<file path="config.mk">
export PLATFORM = sky130hd
export DESIGN_NAME = atgsr_front
export DESIGN_NICKNAME = d
export VERILOG_FILES = /design/src/rtl/core/atgsr_pkg.sv /design/src/rtl/core/atgsr_front.sv
export SDC_FILE = /design/constraint.sdc
export NUM_CORES = 1
export LEC_CHECK = 0
export BUFFER_PORTS_ARGS = -buffer_cell sky130_fd_sc_hd__buf_2
export CELL_PAD_IN_SITES_DETAIL_PLACEMENT = 1
export CELL_PAD_IN_SITES_GLOBAL_PLACEMENT = 2
export CORE_MARGIN = 2
export CORE_UTILIZATION = 48
export DETAILED_ROUTE_END_ITERATION = 8
export HOLD_SLACK_MARGIN = 0.03
export PLACE_DENSITY_LB_ADDON = 0.12
export SYNTH_ARGS = -nofsm -noshare
export SYNTH_HDL_FRONTEND = slang
export SYNTH_SLANG_ARGS = --single-unit
</file>
<file path="constraint.sdc">
create_clock -name clk_i -period 20.2 [get_ports clk_i]
set_input_delay 1.01 -clock clk_i [delete_from_list [all_inputs] [get_ports clk_i]]
set_output_delay 1.01 -clock clk_i [all_outputs]
set_load 0.005 [all_outputs]
</file>
<file path="src/rtl/core/atgsr_pkg.sv">
// Shared types and constants for the tile grid slide resolver.
// Depends on nothing; every other file in rtl/core imports it.
`default_nettype none

package atgsr_pkg;

  // Stream word layouts, padded to whole bytes.
  localparam int unsigned IN_W  = 112;
  localparam int unsigned OUT_W = 56;

  // Wall memory word: 64 tile flags per word.
  localparam int unsigned WORD_W = 64;
  localparam int unsigned BIT_W  = 6;
  localparam logic [BIT_W-1:0]  BIT_MAX   = 6'd63;
  localparam logic [WORD_W-1:0] WORD_ONES = {WORD_W{1'b1}};

  // Command queue between front and back.
  localparam int unsigned Q_DEPTH = 4;
  localparam int unsigned Q_AW    = 2;

  // Configuration port.
  localparam int unsigned CFG_IDX_W  = 3;
  localparam int unsigned CFG_DATA_W = 15;
  localparam logic [CFG_IDX_W-1:0] CFG_MAP_WIDTH  = 3'd0;
  localparam logic [CFG_IDX_W-1:0] CFG_MAP_HEIGHT = 3'd1;
  localparam logic [CFG_IDX_W-1:0] CFG_HALF_X     = 3'd2;
  localparam logic [CFG_IDX_W-1:0] CFG_HALF_Y     = 3'd3;
  localparam logic [CFG_IDX_W-1:0] CFG_HALF_Z     = 3'd4;
  localparam logic [CFG_IDX_W-1:0] CFG_WALL_TOP   = 3'd5;

  localparam logic [6:0]  RST_MAP_WIDTH  = 7'd64;
  localparam logic [6:0]  RST_MAP_HEIGHT = 7'd64;
  localparam logic [14:0] RST_HALF_X     = 15'd64;
  localparam logic [14:0] RST_HALF_Y     = 15'd128;
  localparam logic [14:0] RST_HALF_Z     = 15'd64;
  localparam logic [14:0] RST_WALL_TOP   = 15'd512;

  // Request kind carried in tuser.
  localparam logic REQ_MOVE = 1'b1;

  typedef enum logic [1:0] {
    CMD_SKIP = 2'd0,
    CMD_LOAD = 2'd1,
    CMD_MOVE = 2'd2
  } cmd_kind_e;

  typedef struct packed {
    cmd_kind_e          kind;
    logic [11:0]        tile_index;
    logic               tile_wall;
    logic signed [15:0] old_x;
    logic signed [15:0] old_y;
    logic signed [15:0] old_z;
    logic signed [15:0] new_x;
    logic signed [15:0] new_y;
    logic signed [15:0] new_z;
  } cmd_t;

  typedef struct packed {
    logic [6:0]  map_width;
    logic [6:0]  map_height;
    logic [14:0] half_size_x;
    logic [14:0] half_size_y;
    logic [14:0] half_size_z;
    logic [14:0] wall_top;
  } cfg_t;

  typedef struct packed {
    logic wr_en;
    logic wr_val;
    logic rd_en;
  } mem_ctrl_t;

  // Width of a linear tile address, at least one bit above the word offset.
  function automatic int unsigned lin_addr_w(input int unsigned side);
    int unsigned w;
    w = $clog2(side * side);
    return (w > BIT_W) ? w : BIT_W + 1;
  endfunction

endpackage

`default_nettype wire

</file>
<file path="src/rtl/core/atgsr_front.sv">
// Front end: takes stream words, classifies them and queues commands.
// Depends on atgsr_pkg.
`default_nettype none

module atgsr_front import atgsr_pkg::*; #(
  parameter int unsigned MAX_SIDE = 64
) (
  input  wire logic            clk_i,
  input  wire logic            rst_ni,
  input  wire logic            s_valid_i,
  output logic                 s_ready_o,
  input  wire logic [IN_W-1:0] s_data_i,
  input  wire logic            s_user_i,
  input  wire logic            accept_en_i,
  output logic                 head_valid_o,
  output cmd_t                 head_o,
  input  wire logic            pop_i
);

  localparam int unsigned TILES = MAX_SIDE * MAX_SIDE;

  cmd_t            cmd;
  cmd_t            q_mem_q [Q_DEPTH];
  logic [Q_AW:0]   wr_ptr_q, rd_ptr_q;
  logic            full, push, idx_ok;

  assign idx_ok = ({5'b0, s_data_i[11:0]} < 17'(TILES));

  always_comb begin
    cmd.tile_index = s_data_i[11:0];
    cmd.tile_wall  = s_data_i[12];
    cmd.old_x      = s_data_i[28:13];
    cmd.old_y      = s_data_i[44:29];
    cmd.old_z      = s_data_i[60:45];
    cmd.new_x      = s_data_i[76:61];
    cmd.new_y      = s_data_i[92:77];
    cmd.new_z      = s_data_i[108:93];
    if (s_user_i == REQ_MOVE) begin
      cmd.kind = CMD_MOVE;
    end else if (idx_ok) begin
      cmd.kind = CMD_LOAD;
    end else begin
      cmd.kind = CMD_SKIP;
    end
  end

  assign full = (wr_ptr_q[Q_AW] != rd_ptr_q[Q_AW]) &&
                (wr_ptr_q[Q_AW-1:0] == rd_ptr_q[Q_AW-1:0]);
  assign s_ready_o    = !full && accept_en_i;
  assign push         = s_valid_i && s_ready_o;
  assign head_valid_o = (wr_ptr_q != rd_ptr_q);
  assign head_o       = q_mem_q[rd_ptr_q[Q_AW-1:0]];

  always_ff @(posedge clk_i or negedge rst_ni) begin
    if (!rst_ni) begin
      wr_ptr_q <= '0;
      rd_ptr_q <= '0;
    end else begin
      if (push) begin
        wr_ptr_q <= wr_ptr_q + 1'b1;
      end
      if (pop_i && head_valid_o) begin
        rd_ptr_q <= rd_ptr_q + 1'b1;
      end
    end
  end

  always_ff @(posedge clk_i) begin
    if (push) begin
      q_mem_q[wr_ptr_q[Q_AW-1:0]] <= cmd;
    end
  end

endmodule

`default_nettype wire

</file>
**Word-level counts from Yosys, hierarchy flattened**

Memory sizes are Yosys's and may differ from the RTL's.
Index checks and enable logic that the tools add are counted.

- Bits in read-only memories: 0
- Memories: 1
- Bits in latches: 0
- Bits in writable memories: 444
- Bits in registers: 6
- Input port bits: 118
- Logic and storage cells: 16

Memories:

| memory | depth | bits a word | read ports | clocked after memory_dff | write ports | RTL line | text |
|---|---|---|---|---|---|---|---|
| q_mem_q | 4 | 111 | 1 | 0 | 1 | atgsr_front.sv:23 | `cmd_t q_mem_q [Q_DEPTH];` |

- Reductions and logical operators: 5
- Equality and inequality tests: 3
- Multipliers: 0
- Div/mod/pow operators: 0
- Order comparisons: 0
- Add/subtract/negate cells: 2
- Shifts and indexed selects: 0
- Muxes and demuxes: 3
- Bitwise logic cells: 0

Operators by type and width:

| cell | number |
|---|---|
| $add A3 B1 Y3 const B | 2 |
| $logic_and A1 B1 Y1 | 4 |
| $ne A3 B3 Y1 | 1 |
| $eq A2 B2 Y1 | 1 |
| $mux W1 | 2 |
| $mux W2 | 1 |
| $logic_not A1 Y1 | 1 |
| $ne A1 B1 Y1 | 1 |

**Longest topological paths before layout**

Gate-level depths: netlist of the first run.

- Depth in word-level cells: 7
- Depth in mapped cells: 4

**Worst setup path before layout of the first run**

No wires, ideal clock.

- Kind: flip-flop to flip-flop
- From: reg rd_ptr_q[1]
- To: mem q_mem_q[3][0] in the netlist's numbering (enable)
- Setup slack: 12.793 ns
- Data arrival time: 6.760 ns
- Setup time: 0.647 ns
- Cell stages (with the launch flop): 4
- Buffers on the path: 1
- Clock period less this slack: 7.407 ns
- Cell sequence: dfrtp_1 -> buf_2 -> xnor2_2 -> a31oi_1

- Cells in the longest elaborated chain, start to end: 7

RTL lines:

| what | RTL line | text |
|---|---|---|
| from (decl) | atgsr_front.sv:24 | `logic [Q_AW:0] wr_ptr_q, rd_ptr_q;` |
| from (signal assigned) | atgsr_front.sv:63 | `rd_ptr_q <= rd_ptr_q + 1'b1;` |
| $eq A2 B2 Y1 | atgsr_front.sv:48 | `(wr_ptr_q[Q_AW-1:0] == rd_ptr_q[Q_AW-1:0]);` |
| $logic_and A1 B1 Y1 | atgsr_front.sv:47 | `assign full = (wr_ptr_q[Q_AW] != rd_ptr_q[Q_AW]) &&` |
| $logic_not A1 Y1 | atgsr_front.sv:49 | `assign s_ready_o = !full && accept_en_i;` |
| $logic_and A1 B1 Y1 | atgsr_front.sv:49 |  |
| $logic_and A1 B1 Y1 | atgsr_front.sv:50 | `assign push = s_valid_i && s_ready_o;` |
| $mux W1 | atgsr_front.sv:69 | `if (push) begin` |
| $mux W1 (not written as such) | atgsr_front.sv:70 | `q_mem_q[wr_ptr_q[Q_AW-1:0]] <= cmd;` |
| to (decl) | atgsr_front.sv:23 |  |

No other way between the ends.

==> results by group, run 1 <==
Outcome
  – Status: finished clean

STA
  – Transition time at the pin with the least slew margin: 1.04 ns
  – Setup repair after global routing missed its margin: false
  – Min Tclk post-route: 4.07 ns
  – Max Clock Freq: 246 MHz
  – Setup Total Neg Slack: 0 ns
  – Final number of setup-violating endpoints: 0
  – Post-route clock period utilization: 20.2%
  – Final setup margin: 16.13 ns
  – Hold Vio Cnt, Final: 0
  – Clock Skews: 0.0121 ns
  – Max Transition Viols Final: 0
  – Relative slew slack: 30.9%

GRT
  – Pin count of the biggest net entering global routing: 67
  – Tot GR Track Use: 18.8%
  – Grt ovf: 0
  – Number of global-route vias before repair: 8,331
  – First-pass GRT wire length: 50,100 microns
  – Antenna violations before repair: 6

Clock network
  – Htree depth: 2
  – Number of buffers added to fix hold violations after cts: 0
  – Clock insertion delay at the later pin of the skew report: 0.55 ns
  – Clk buf depth: 3
  – TritonCTS clock tree: yes
  – Library cell used as clock root buffer: sky130_fd_sc_hd__clkbuf_16
  – Inserted Clock Buffers: 48
  – # Post-CTS Setup Buffers: 0
  – Clk pin slew, worst setup/hold paths: 0.06 ns
  – Number of sinks on the clock net: 450
  – Post-CTS resize count: 0

Power
  – VDD IR max: 0.0000804 V
  – Leakage dissipation: 6.65 nW
  – Total power per unit cell area: 140 nW/um^2

Critical path
  – Endpoint type of the worst setup path: primary output
  – Setup slack of the worst register-to-register path: 16.50 ns
  – Top fanout value on the critical path: 60
  – Required time of the critical path: 19.19 ns
  – Worst setup path category: flip-flop to primary output
  – Worst Setup Start Kind: flip-flop
  – Start of the worst register-to-register path: rd_ptr_q[1]$_DFFE_PN0P_
  – Arrival time of data at the critical path endpoint: 3.06 ns
  – Number of cell instances on the worst register-to-register path: 4
  – RR Endpoint: q_mem_q[2][8]$_DFFE_PP_

Synthesis
  – Share of the synthesized area in the top cell type: 80.8%
  – Net count after synthesis: 747
  – Post-synth top cells: sky130_fd_sc_hd__edfxtp_1 (444), sky130_fd_sc_hd__mux4_2 (111), sky130_fd_sc_hd__buf_2 (13)
  – Primary flip-flop cell chosen by synthesis mapping: sky130_fd_sc_hd__edfxtp_1
  – Biggest area contributors in the synthesized netlist: sky130_fd_sc_hd__edfxtp_1 (81%), sky130_fd_sc_hd__mux4_2 (15%), sky130_fd_sc_hd__dfrtp_1 (0.91%)
  – Cell area after synthesis: 16,500 sq um
  – Most frequent cell after synthesis: sky130_fd_sc_hd__edfxtp_1
  – Total of warnings raised by yosys: 0
  – Post-synth EDFFs: 444
  – Post-synthesis cell type with the largest combined area: sky130_fd_sc_hd__edfxtp_1
  – Syn Inst Count: 624
  – Sequential area share after synthesis: 81.7%
  – Avg Synthesized Cell Area: 26.5 sq um
  – Ys async rst share: 1.33%
  – Number of library cell types mapped by synthesis: 24
  – Total of flip-flops plus latches after synthesis: 450

Placement
  – Routability cong.: 0.712
  – Port Buffers: 227
  – Detailed-placement wirelength estimate: 19,300 microns
  – Post-place setup slack: 16.38 ns
  – Placed Instances: 1,281

Drt
  – Detailed-route DRC error count: 0
  – Per-cell routed wire length: 23.6 microns
  – Iteration count of the initial detailed-routing pass: 4
  – DRC marker count from the first detailed-route iteration: 372
  – Vias post-DR: 7,327
  – Number of nets still failing antenna checks after routing: 0
  – Via density per instance: 5.35
  – Detailed-route wire length: 32,300 microns

Flow run
  – Maxcap violations: 0

Floorplanning
  – Horizontal die dimension: 189 microns
  – Initial Utilization: 49.0%
  – Core region area: 33,700 sq um
  – Rows: 67
  – I/O pin cnt: 231
  – Vert. Die Dim: 189 microns
  – Die footprint: 35,900 sq um

Finish
  – Total Nets Final: 1,006
  – Layout Utilization: 58.4%
  – Ratio of cells with drive above 1 in the final layout: 46.6%
  – Final standard cell count with taps included and fillers excluded: 1,370
  – Area added between synthesis and finish: 19.2%

Hold path
  – Hold WC Path Type: input port to asynchronous set/reset pin
## placed cells by master (no fill, tap or decap)
master and count:
sky130_fd_sc_hd__a31oi_1 1, sky130_fd_sc_hd__a31oi_4 2, sky130_fd_sc_hd__diode_2 4, sky130_fd_sc_hd__bufinv_16 7
sky130_fd_sc_hd__and2_4 3, sky130_fd_sc_hd__xor2_1 2, sky130_fd_sc_hd__nand2_1 5, sky130_fd_sc_hd__xor2_2 1
sky130_fd_sc_hd__xnor2_2 2, sky130_fd_sc_hd__nand3_1 2, sky130_fd_sc_hd__edfxtp_1 444, sky130_fd_sc_hd__xnor2_1 2
sky130_fd_sc_hd__ha_1 5, sky130_fd_sc_hd__clkinv_2 9, sky130_fd_sc_hd__clkinv_1 11, sky130_fd_sc_hd__o211ai_1 1
sky130_fd_sc_hd__or3_2 1, sky130_fd_sc_hd__clkbuf_16 49, sky130_fd_sc_hd__mux4_2 111, sky130_fd_sc_hd__clkinvlp_4 3
sky130_fd_sc_hd__clkbuf_1 6, sky130_fd_sc_hd__mux2_4 2, sky130_fd_sc_hd__o311ai_1 1, sky130_fd_sc_hd__inv_1 4
sky130_fd_sc_hd__dfrtp_4 2, sky130_fd_sc_hd__buf_2 227, sky130_fd_sc_hd__dfrtp_1 4, sky130_fd_sc_hd__buf_4 8
sky130_fd_sc_hd__a211o_1 2, sky130_fd_sc_hd__o31ai_2 1
## worst max-delay path: stages, from the launching register on
cell	delay, ns
sky130_fd_sc_hd__dfrtp_4	1.03
sky130_fd_sc_hd__buf_4	0.82
sky130_fd_sc_hd__mux4_2	0.43
sky130_fd_sc_hd__buf_2	0.17
## metrics by stage
step	area [sq um]	hold slack [ns]	total power [mW]
detailed placement	18100	0.603	1.93
finish	19700	0.281	2.75
CTS	19700	0.251	2.80
floorplan	16500	0.557	1.67
global route	19700	0.259	2.88
global placement	18100	0.583	1.90
## cell families (layout without fill, tap and decap cells)
group,Yosys count,after routing,share of synthesized area [%]
XOR/XNOR,7,7,0.508
AO/OA/AOI/OAI,8,8,0.485
other,0,4,0
multiplexers,113,113,15.3
flip-flops,450,450,81.7
adder cells (fa/ha/maj),5,5,0.379
buffers and inverters,30,324,1.28
AND/OR/NAND/NOR,11,11,0.334
## final cells by class
class / count / area (sq um)
inverter: 4 / 15.0
timing repair buffer: 235 / 1200
multi-input combinational: 144 / 2830
antenna: 4 / 10.0
fill: 2872 / 14000
tap: 448 / 561
clock buffer: 55 / 1250
clock inverter: 30 / 319
sequential: 450 / 13500
## worst max path at each step
stage,from,end,slack [ns],depth (start not counted)
after floorplan,rd_ptr_q[1]$_DFFE_PN0P_,q_mem_q[3][0]$_DFFE_PP_,12.79,3
after global placement,rd_ptr_q[1]$_DFFE_PN0P_,q_mem_q[2][2]$_DFFE_PP_,16.41,4
after detailed placement,rd_ptr_q[1]$_DFFE_PN0P_,q_mem_q[2][2]$_DFFE_PP_,16.38,4
after CTS,rd_ptr_q[0]$_DFFE_PN0P_,head_valid_o,16.00,4
after global routing,rd_ptr_q[0]$_DFFE_PN0P_,head_valid_o,15.86,4
final,rd_ptr_q[1]$_DFFE_PN0P_,head_o[43],16.13,3
## power breakdown
part / internal, mW / switching [mW]
Clock: 0.529 / 0.340
Combinational: 0.339 / 0.323
Sequential: 1.15 / 0.0694
## routing by layer
metal  vias to the layer above  track usage (%)  wire length, microns
met5                         -                0                    23
met4                         6             6.05                   698
met3                        61             6.12                  2570
met2                       214             30.7                 16100
met1                      3824             24.1                 12900
li1                       3222                -                     -
## flip-flops by register name, indices dropped and copies added (netlist names)
signal and cells:
q_mem_q 444, rd_ptr_q 3, wr_ptr_q 3
Power figures use the tool's default switching activity.
==> run 2, diff against run 1 <==
--- a/config.mk
+++ b/config.mk
@@ -9,7 +9,7 @@
 export CELL_PAD_IN_SITES_DETAIL_PLACEMENT = 1
 export CELL_PAD_IN_SITES_GLOBAL_PLACEMENT = 2
 export CORE_MARGIN = 2
-export CORE_UTILIZATION = 48
+export CORE_UTILIZATION = 41
 export DETAILED_ROUTE_END_ITERATION = 8
 export HOLD_SLACK_MARGIN = 0.03
 export PLACE_DENSITY_LB_ADDON = 0.12
==> constraint.sdc (replaced) <==
create_clock -name clk_i -period 3.6 [get_ports clk_i]
set_input_delay 0.18 -clock clk_i [delete_from_list [all_inputs] [get_ports clk_i]]
set_output_delay 0.18 -clock clk_i [all_outputs]
set_load 0.005 [all_outputs]
==> results by group, run 2 (synthesis gave the netlist of run 1 again) <==
Hold path
  – Hold WC Path Type: input port to flip-flop
  – Hold Path Depth: 3

STA
  – Clock Skews: 0.0101 ns (-0.00208 ns)
  – Final number of setup-violating endpoints: 0 (unchanged)
  – Max Transition Viols Final: 0 (unchanged)
  – Setup Total Neg Slack: 0 ns (unchanged)
  – Post-route clock period utilization: 77.6%
  – Worst-case hold slack: 0.0823 ns (-0.199 ns)
  – Transition time at the pin with the least slew margin: 0.993 ns (-0.0433 ns)
  – Final setup margin: 0.807 ns (-15.32 ns)
  – Relative slew slack: 33.8% (+2.9 points)
  – Max Clock Freq: 358 MHz
  – Hold Vio Cnt, Final: 0 (unchanged)
  – Min Tclk post-route: 2.79 ns
  – Setup repair after global routing missed its margin: false

Finish
  – Area added between synthesis and finish: 26.8%
  – Most used cells in the layout excluding fill and tap cells: sky130_fd_sc_hd__edfxtp_1 (444), sky130_fd_sc_hd__buf_2 (227), sky130_fd_sc_hd__dlygate4sd3_1 (115)
  – Most frequent standard cell in the layout excluding fill and tap cells: sky130_fd_sc_hd__edfxtp_1
  – Total Nets Final: 1,125 (+12%)
  – Largest register FFs: 444 (unchanged)
  – Ratio of cells with drive above 1 in the final layout: 40.7% (-5.9 points)
  – Final standard cell count with taps included and fillers excluded: 1,560 (+14%)
  – Finished layout cell area: 20,900 sq um (+6.4%)
  – Layout Utilization: 52.7% (-5.7 points)

Drt
  – DRC marker count from the first detailed-route iteration: 293 (-21%)
  – Iteration count of the initial detailed-routing pass: 4 (unchanged)
  – Detailed-route DRC error count: 0 (unchanged)
  – Via density per instance: 5.02 (-6.2%)
  – Vias post-DR: 7,829 (+6.9%)
  – Number of nets still failing antenna checks after routing: 0 (unchanged)
  – Detailed-route wire length: 34,200 microns (+5.9%)
  – Per-cell routed wire length: 21.9 microns (-7.0%)

Clock network
  – TritonCTS clock tree: yes
  – Library cell used as clock root buffer: sky130_fd_sc_hd__clkbuf_16
  – Htree depth: 2 (unchanged)
  – Inserted Clock Buffers: 48 (unchanged)
  – Clk pin slew, worst setup/hold paths: 0.06 ns (about the same)
  – Clock insertion delay at the later pin of the skew report: 0.57 ns (+0.02 ns)
  – Clk buf depth: 3 (unchanged)
  – # Post-CTS Setup Buffers: 0 (unchanged)
  – Number of sinks on the clock net: 450 (unchanged)

Placement
  – Port Buffers: 227 (unchanged)
  – Detailed-placement wirelength estimate: 20,100 microns (+4.1%)
  – Placed instance area: 18,300 sq um (+1.3%)
  – Post-place setup slack: 1.18 ns (-15.20 ns)
  – Placed Instances: 1,362 (+6.3%)
  – Routability cong.: 0.716 (+0.49%)

Floorplanning
  – Initial Utilization: 41.5% (-7.4 points)
  – Die footprint: 41,900 sq um (+17%)
  – I/O pin cnt: 231 (unchanged)
  – Core region area: 39,700 sq um (+18%)
  – Rows: 73 (+9.0%)
  – Vert. Die Dim: 205 microns (+8.0%)
  – Horizontal die dimension: 205 microns (+8.0%)

Power
  – Post-route total power: 15.3 mW (+460%)
  – Total power per unit cell area: 733 nW/um^2 (+420%)
  – Leakage dissipation: 7.11 nW (+6.9%)
  – VDD IR max: 0.000508 V (+530%)

GRT
  – Number of global-route vias before repair: 8,985 (+7.9%)
  – Pin count of the biggest net entering global routing: 115 (+72%)
  – Grt ovf: 0 (unchanged)
  – First-pass GRT wire length: 52,400 microns (+4.5%)
  – Antenna violations before repair: 1 (-5)
  – Tot GR Track Use: 16.8% (-2.0 points)

Critical path
  – Required time of the critical path: 3.42 ns (-15.77 ns)
  – Endpoint type of the worst setup path: primary output
  – Arrival time of data at the critical path endpoint: 2.61 ns (-0.45 ns)
  – Worst setup path category: flip-flop to primary output
  – Worst Setup Start Kind: flip-flop
  – Number of cell instances on the worst register-to-register path: 4 (unchanged)
  – Top fanout value on the critical path: 114 (+90%)

Outcome
  – Status: finished clean

Flow run
  – Maxcap violations: 0 (unchanged)
-- run 2: cell types whose count changed in the layout (fill, tap and decap cells not counted), sizes merged --
cell         delta
dlygate4sd3   +115
buf             +4
bufinv          -4
clkbuf          +4
clkinv          -3
diode           -3
clkinvlp        -2
inv             +2
-- run 2: cell type report --
class / count / area (sq um)
tap: 525 / 657
clock inverter: 23 / 185
inverter: 4 / 15.0
fill: 3517 / 18800
clock buffer: 59 / 1260
sequential: 450 / 13500
timing repair buffer: 354 / 2480
antenna: 1 / 2.50
multi-input combinational: 144 / 2830
-- run 2: metal layers --
| layer | share of wire (%) | vias up | GRT usage [%] | wire (microns) |
|---|---|---|---|---|
| met5 | 0 | - | 0 | 0 |
| met4 | 2.5 | 0 | 6.03 | 862 |
| met3 | 6.3 | 55 | 4.39 | 2160 |
| met2 | 51 | 211 | 28.8 | 17300 |
| met1 | 41 | 4107 | 20.6 | 13900 |
| li1 | - | 3456 | - | - |
-- run 2: power by group --
| part | switching, mW | internal (mW) | total [mW] |
|---|---|---|---|
| clock network | 1.91 | 2.68 | 4.59 |
| logic | 2.08 | 2.04 | 4.12 |
| registers | 0.174 | 6.45 | 6.62 |
-- run 2: what timing repair did --
action / in CTS / in global routing
hold endpoints to repair: 455 / 0
gates resized for setup: 0 / 0
hold buffers: 115 / 0
-- run 2: worst paths after layout --
kind                                         start                   endpoint  slack, ns
max                        rd_ptr_q[0]$_DFFE_PN0P_                 head_o[40]       0.81
max reg2reg                rd_ptr_q[0]$_DFFE_PN0P_  q_mem_q[0][103]$_DFFE_PP_       1.21
min in group asynchronous                   rst_ni    rd_ptr_q[2]$_DFFE_PN0P_       0.58
min reg2reg                wr_ptr_q[2]$_DFFE_PN0P_    wr_ptr_q[2]$_DFFE_PN0P_       0.63
max in group asynchronous                   rst_ni    rd_ptr_q[0]$_DFFE_PN0P_       2.76
min                                    accept_en_i    wr_ptr_q[2]$_DFFE_PN0P_       0.08
-- run 2: critical path, stage by stage (launching register included) --
cell	delay (ns)
sky130_fd_sc_hd__dfrtp_4	0.44
sky130_fd_sc_hd__buf_12	0.71
sky130_fd_sc_hd__mux4_2	0.62
sky130_fd_sc_hd__buf_2	0.16
==> run 3, diff against run 2 <==
--- a/config.mk
+++ b/config.mk
@@ -9,7 +9,7 @@
 export CELL_PAD_IN_SITES_DETAIL_PLACEMENT = 1
 export CELL_PAD_IN_SITES_GLOBAL_PLACEMENT = 2
 export CORE_MARGIN = 2
-export CORE_UTILIZATION = 41
+export CORE_UTILIZATION = 45
 export DETAILED_ROUTE_END_ITERATION = 8
 export HOLD_SLACK_MARGIN = 0.03
 export PLACE_DENSITY_LB_ADDON = 0.12
==> constraint.sdc (replaced) <==
create_clock -name clk_i -period 2.9 [get_ports clk_i]
set_input_delay 0.145 -clock clk_i [delete_from_list [all_inputs] [get_ports clk_i]]
set_output_delay 0.145 -clock clk_i [all_outputs]
set_load 0.005 [all_outputs]
==> results by group, run 3 (synthesis gave the netlist of run 1 again) <==
Critical path
  – Worst setup path category: flip-flop to primary output
  – Required time of the critical path: 2.76 ns (-0.66 ns)
  – Max stage delay cell, worst path: sky130_fd_sc_hd__mux4_2
  – Arrival time of data at the critical path endpoint: 2.45 ns (-0.16 ns)
  – Number of cell instances on the worst register-to-register path: 6 (+2)
  – Maximum single-stage delay on the critical path: 0.61 ns (-0.10 ns)
  – RR Endpoint: wr_ptr_q[2]$_DFFE_PN0P_
  – Setup slack of the worst register-to-register path: 0.59 ns (-0.62 ns)
  – Start of the worst register-to-register path: wr_ptr_q[1]$_DFFE_PN0P_
  – Endpoint type of the worst setup path: primary output
  – Family with the most delay on the worst path: buffers and inverters
  – Cell-by-cell trace of the critical path: buf_6, mux4_2, buf_2
  – Worst Setup Start Kind: flip-flop
  – Top fanout value on the critical path: 46 (-60%)
  – Buffer and inverter count on the worst path: 2 (unchanged)

STA
  – Final setup margin: 0.305 ns (-0.502 ns)
  – Post-route clock period utilization: 89.5%
  – Final number of setup-violating endpoints: 0 (unchanged)
  – Setup repair after global routing missed its margin: false
  – Clock Skews: 0.0302 ns (+0.0201 ns)
  – Transition time at the pin with the least slew margin: 0.715 ns (-0.278 ns)
  – Relative slew slack: 52.4% (+19 points)
  – Max Transition Viols Final: 0 (unchanged)
  – Max Clock Freq: 385 MHz
  – Hold Vio Cnt, Final: 0 (unchanged)
  – Min Tclk post-route: 2.59 ns

Finish
  – Filler cells: 3,079 (-12%)
  – Finished layout cell area: 21,000 sq um (+0.45%)
  – Multi-input logic area: 2860 sq um (+0.97%)
  – Total Nets Final: 1,124 (-0.089%)
  – Largest register FFs: 444 (unchanged)
  – Final standard cell count with taps included and fillers excluded: 1,505 (-3.5%)
  – Antenna diode count: 0 (-1)
  – Ratio of cells with drive above 1 in the final layout: 41.9% (+1.1 points)
  – Most used cells in the layout excluding fill and tap cells: sky130_fd_sc_hd__edfxtp_1 (444), sky130_fd_sc_hd__buf_2 (227), sky130_fd_sc_hd__dlygate4sd3_1 (117)
  – Area added between synthesis and finish: 27.4%
  – Most frequent standard cell in the layout excluding fill and tap cells: sky130_fd_sc_hd__edfxtp_1
  – Area used by sequential logic in the layout: 13,500 sq um (about the same)

Placement
  – Detailed-placement wirelength estimate: 19,300 microns (-3.8%)
  – Placed instance area: 18,300 sq um (-0.13%)
  – Port Buffers: 227 (unchanged)
  – Routability cong.: 0.683 (-4.5%)
  – Placed Instances: 1,304 (-4.3%)
  – Post-place setup slack: 0.634 ns (-0.545 ns)

GRT
  – First-pass GRT wire length: 52,200 microns (-0.47%)
  – Pin count of the biggest net entering global routing: 115 (unchanged)
  – Number of global-route vias before repair: 9,031 (+0.51%)
  – Antenna violations before repair: 1 (unchanged)
  – Tot GR Track Use: 18.3% (+1.4 points)
  – Grt ovf: 0 (unchanged)

Floorplanning
  – I/O pin cnt: 231 (unchanged)
  – Die footprint: 38,200 sq um (-8.7%)
  – Horizontal die dimension: 196 microns (-4.5%)
  – Vert. Die Dim: 196 microns (-4.5%)
  – Core region area: 36,300 sq um (-8.5%)
  – Rows: 70 (-4.1%)
  – Initial Utilization: 45.4% (+3.9 points)

Clock network
  – Inserted Clock Buffers: 46 (-4.2%)
  – TritonCTS clock tree: yes
  – Number of sinks on the clock net: 450 (unchanged)
  – Clk buf depth: 3 (unchanged)
  – Htree depth: 2 (unchanged)
  – Clock insertion delay at the later pin of the skew report: 0.57 ns (about the same)
  – Library cell used as clock root buffer: sky130_fd_sc_hd__clkbuf_16
  – Clk pin slew, worst setup/hold paths: 0.06 ns (about the same)

Drt
  – Detailed-route wire length: 33,700 microns (-1.4%)
  – DRC marker count from the first detailed-route iteration: 309 (+5.5%)
  – Vias post-DR: 7,795 (-0.43%)
  – Iteration count of the initial detailed-routing pass: 4 (unchanged)
  – Via density per instance: 5.18 (+3.2%)
  – Per-cell routed wire length: 22.4 microns (+2.2%)
  – Number of nets still failing antenna checks after routing: 0 (unchanged)
  – Detailed-route DRC error count: 0 (unchanged)

Power
  – VDD IR max: 0.000864 V (+70%)
  – Total power per unit cell area: 924 nW/um^2 (+26%)
  – Leakage dissipation: 7.17 nW (+0.86%)
  – Post-route total power: 19.4 mW (+27%)

Hold path
  – Hold WC Path Type: input port to flip-flop
  – Hold Path Depth: 2 (-1)
  – Worst hold endpoint: q_mem_q[1][66]$_DFFE_PP_
  – Startpoint of the tightest hold check path: s_data_i[31]

Outcome
  – Status: finished clean

Flow run
  – Maxcap violations: 0 (unchanged)
## run 3: changes by cell type in the layout (fill, tap and decap cells not counted), moves of 3 or more
cell,previous run,this run
sky130_fd_sc_hd__clkinv_1,15,11
sky130_fd_sc_hd__clkbuf_1,10,5
sky130_fd_sc_hd__bufinv_16,3,7
sky130_fd_sc_hd__clkinv_2,1,5
sky130_fd_sc_hd__clkinv_4,1,4
sky130_fd_sc_hd__buf_4,4,0
## run 3: stage by stage
stage          TNS [ns]  utilization [%]  hold WS (ns)
3_3_place_gp          0             50.3       -0.0191
2_1_floorplan    -22.86                -        -0.151
6_report              0             57.8         0.325
5_1_grt               0             57.8         0.312
3_5_place_dp          0             50.3       -0.0149
4_1_cts               0             57.8         0.289
## run 3: what timing repair did
action,CTS,global route
buffers inserted,0,0
setup endpoints to repair,0,46
hold buffers,117,0
hold endpoints to repair,455,0
resized for setup,0,1
## run 3: worst max-delay path by stage
stage | start | to | cells past startpoint | slack (ns)
3_3_place_gp | rd_ptr_q[0]$_DFFE_PN0P_ | head_o[13] | 3 | 0.67
4_1_cts | rd_ptr_q[0]$_DFFE_PN0P_ | head_o[66] | 3 | 0.001
5_1_grt | rd_ptr_q[0]$_DFFE_PN0P_ | head_o[92] | 3 | 0.14
3_5_place_dp | rd_ptr_q[0]$_DFFE_PN0P_ | head_o[66] | 3 | 0.63
6_report | rd_ptr_q[0]$_DFFE_PN0P_ | head_o[92] | 3 | 0.31
2_1_floorplan | wr_ptr_q[1]$_DFFE_PN0P_ | q_mem_q[3][0]$_DFFE_PP_ | 3 | -0.21
## run 3: cell type report
class | count | area share [%]
Multi-Input combinational cell | 144 | 13.6
Sequential cell | 450 | 64.2
Inverter | 4 | 0.0714
Clock buffer | 52 | 5.68
Clock inverter | 32 | 1.67
Timing Repair Buffer | 355 | 12.0
Tap cell | 468 | 2.79
## run 3: routing by layer
metal / routed length [microns] / vias up / track usage [%] / share of wire (%)
met5: 7 / - / 0 / 0.021
met2: 17500 / 197 / 31.9 / 52
met3: 2070 / 44 / 5.46 / 6.1
li1: - / 3465 / - / -
met1: 13500 / 4087 / 22.2 / 40
met4: 618 / 2 / 5.03 / 1.8
## run 3: worst reg2reg max path, delay by kind of cell (launching register included)
kind                       cells  cell delay (ns)
and+or+nand+nor                2             0.22
buffers and inverters          2             1.19
AOI/OAI and AO/OA              1             0.10
adders and majority gates      1             0.20
DFF                            1             0.48
## run 3: report_power, final
group / total [mW] / leakage, nW / internal (mW) / switching [mW]
clock: 6.01 / 0.747 / 3.59 / 2.41
sequential: 8.26 / 4.10 / 8.01 / 0.252
combinational: 5.16 / 2.33 / 2.59 / 2.57
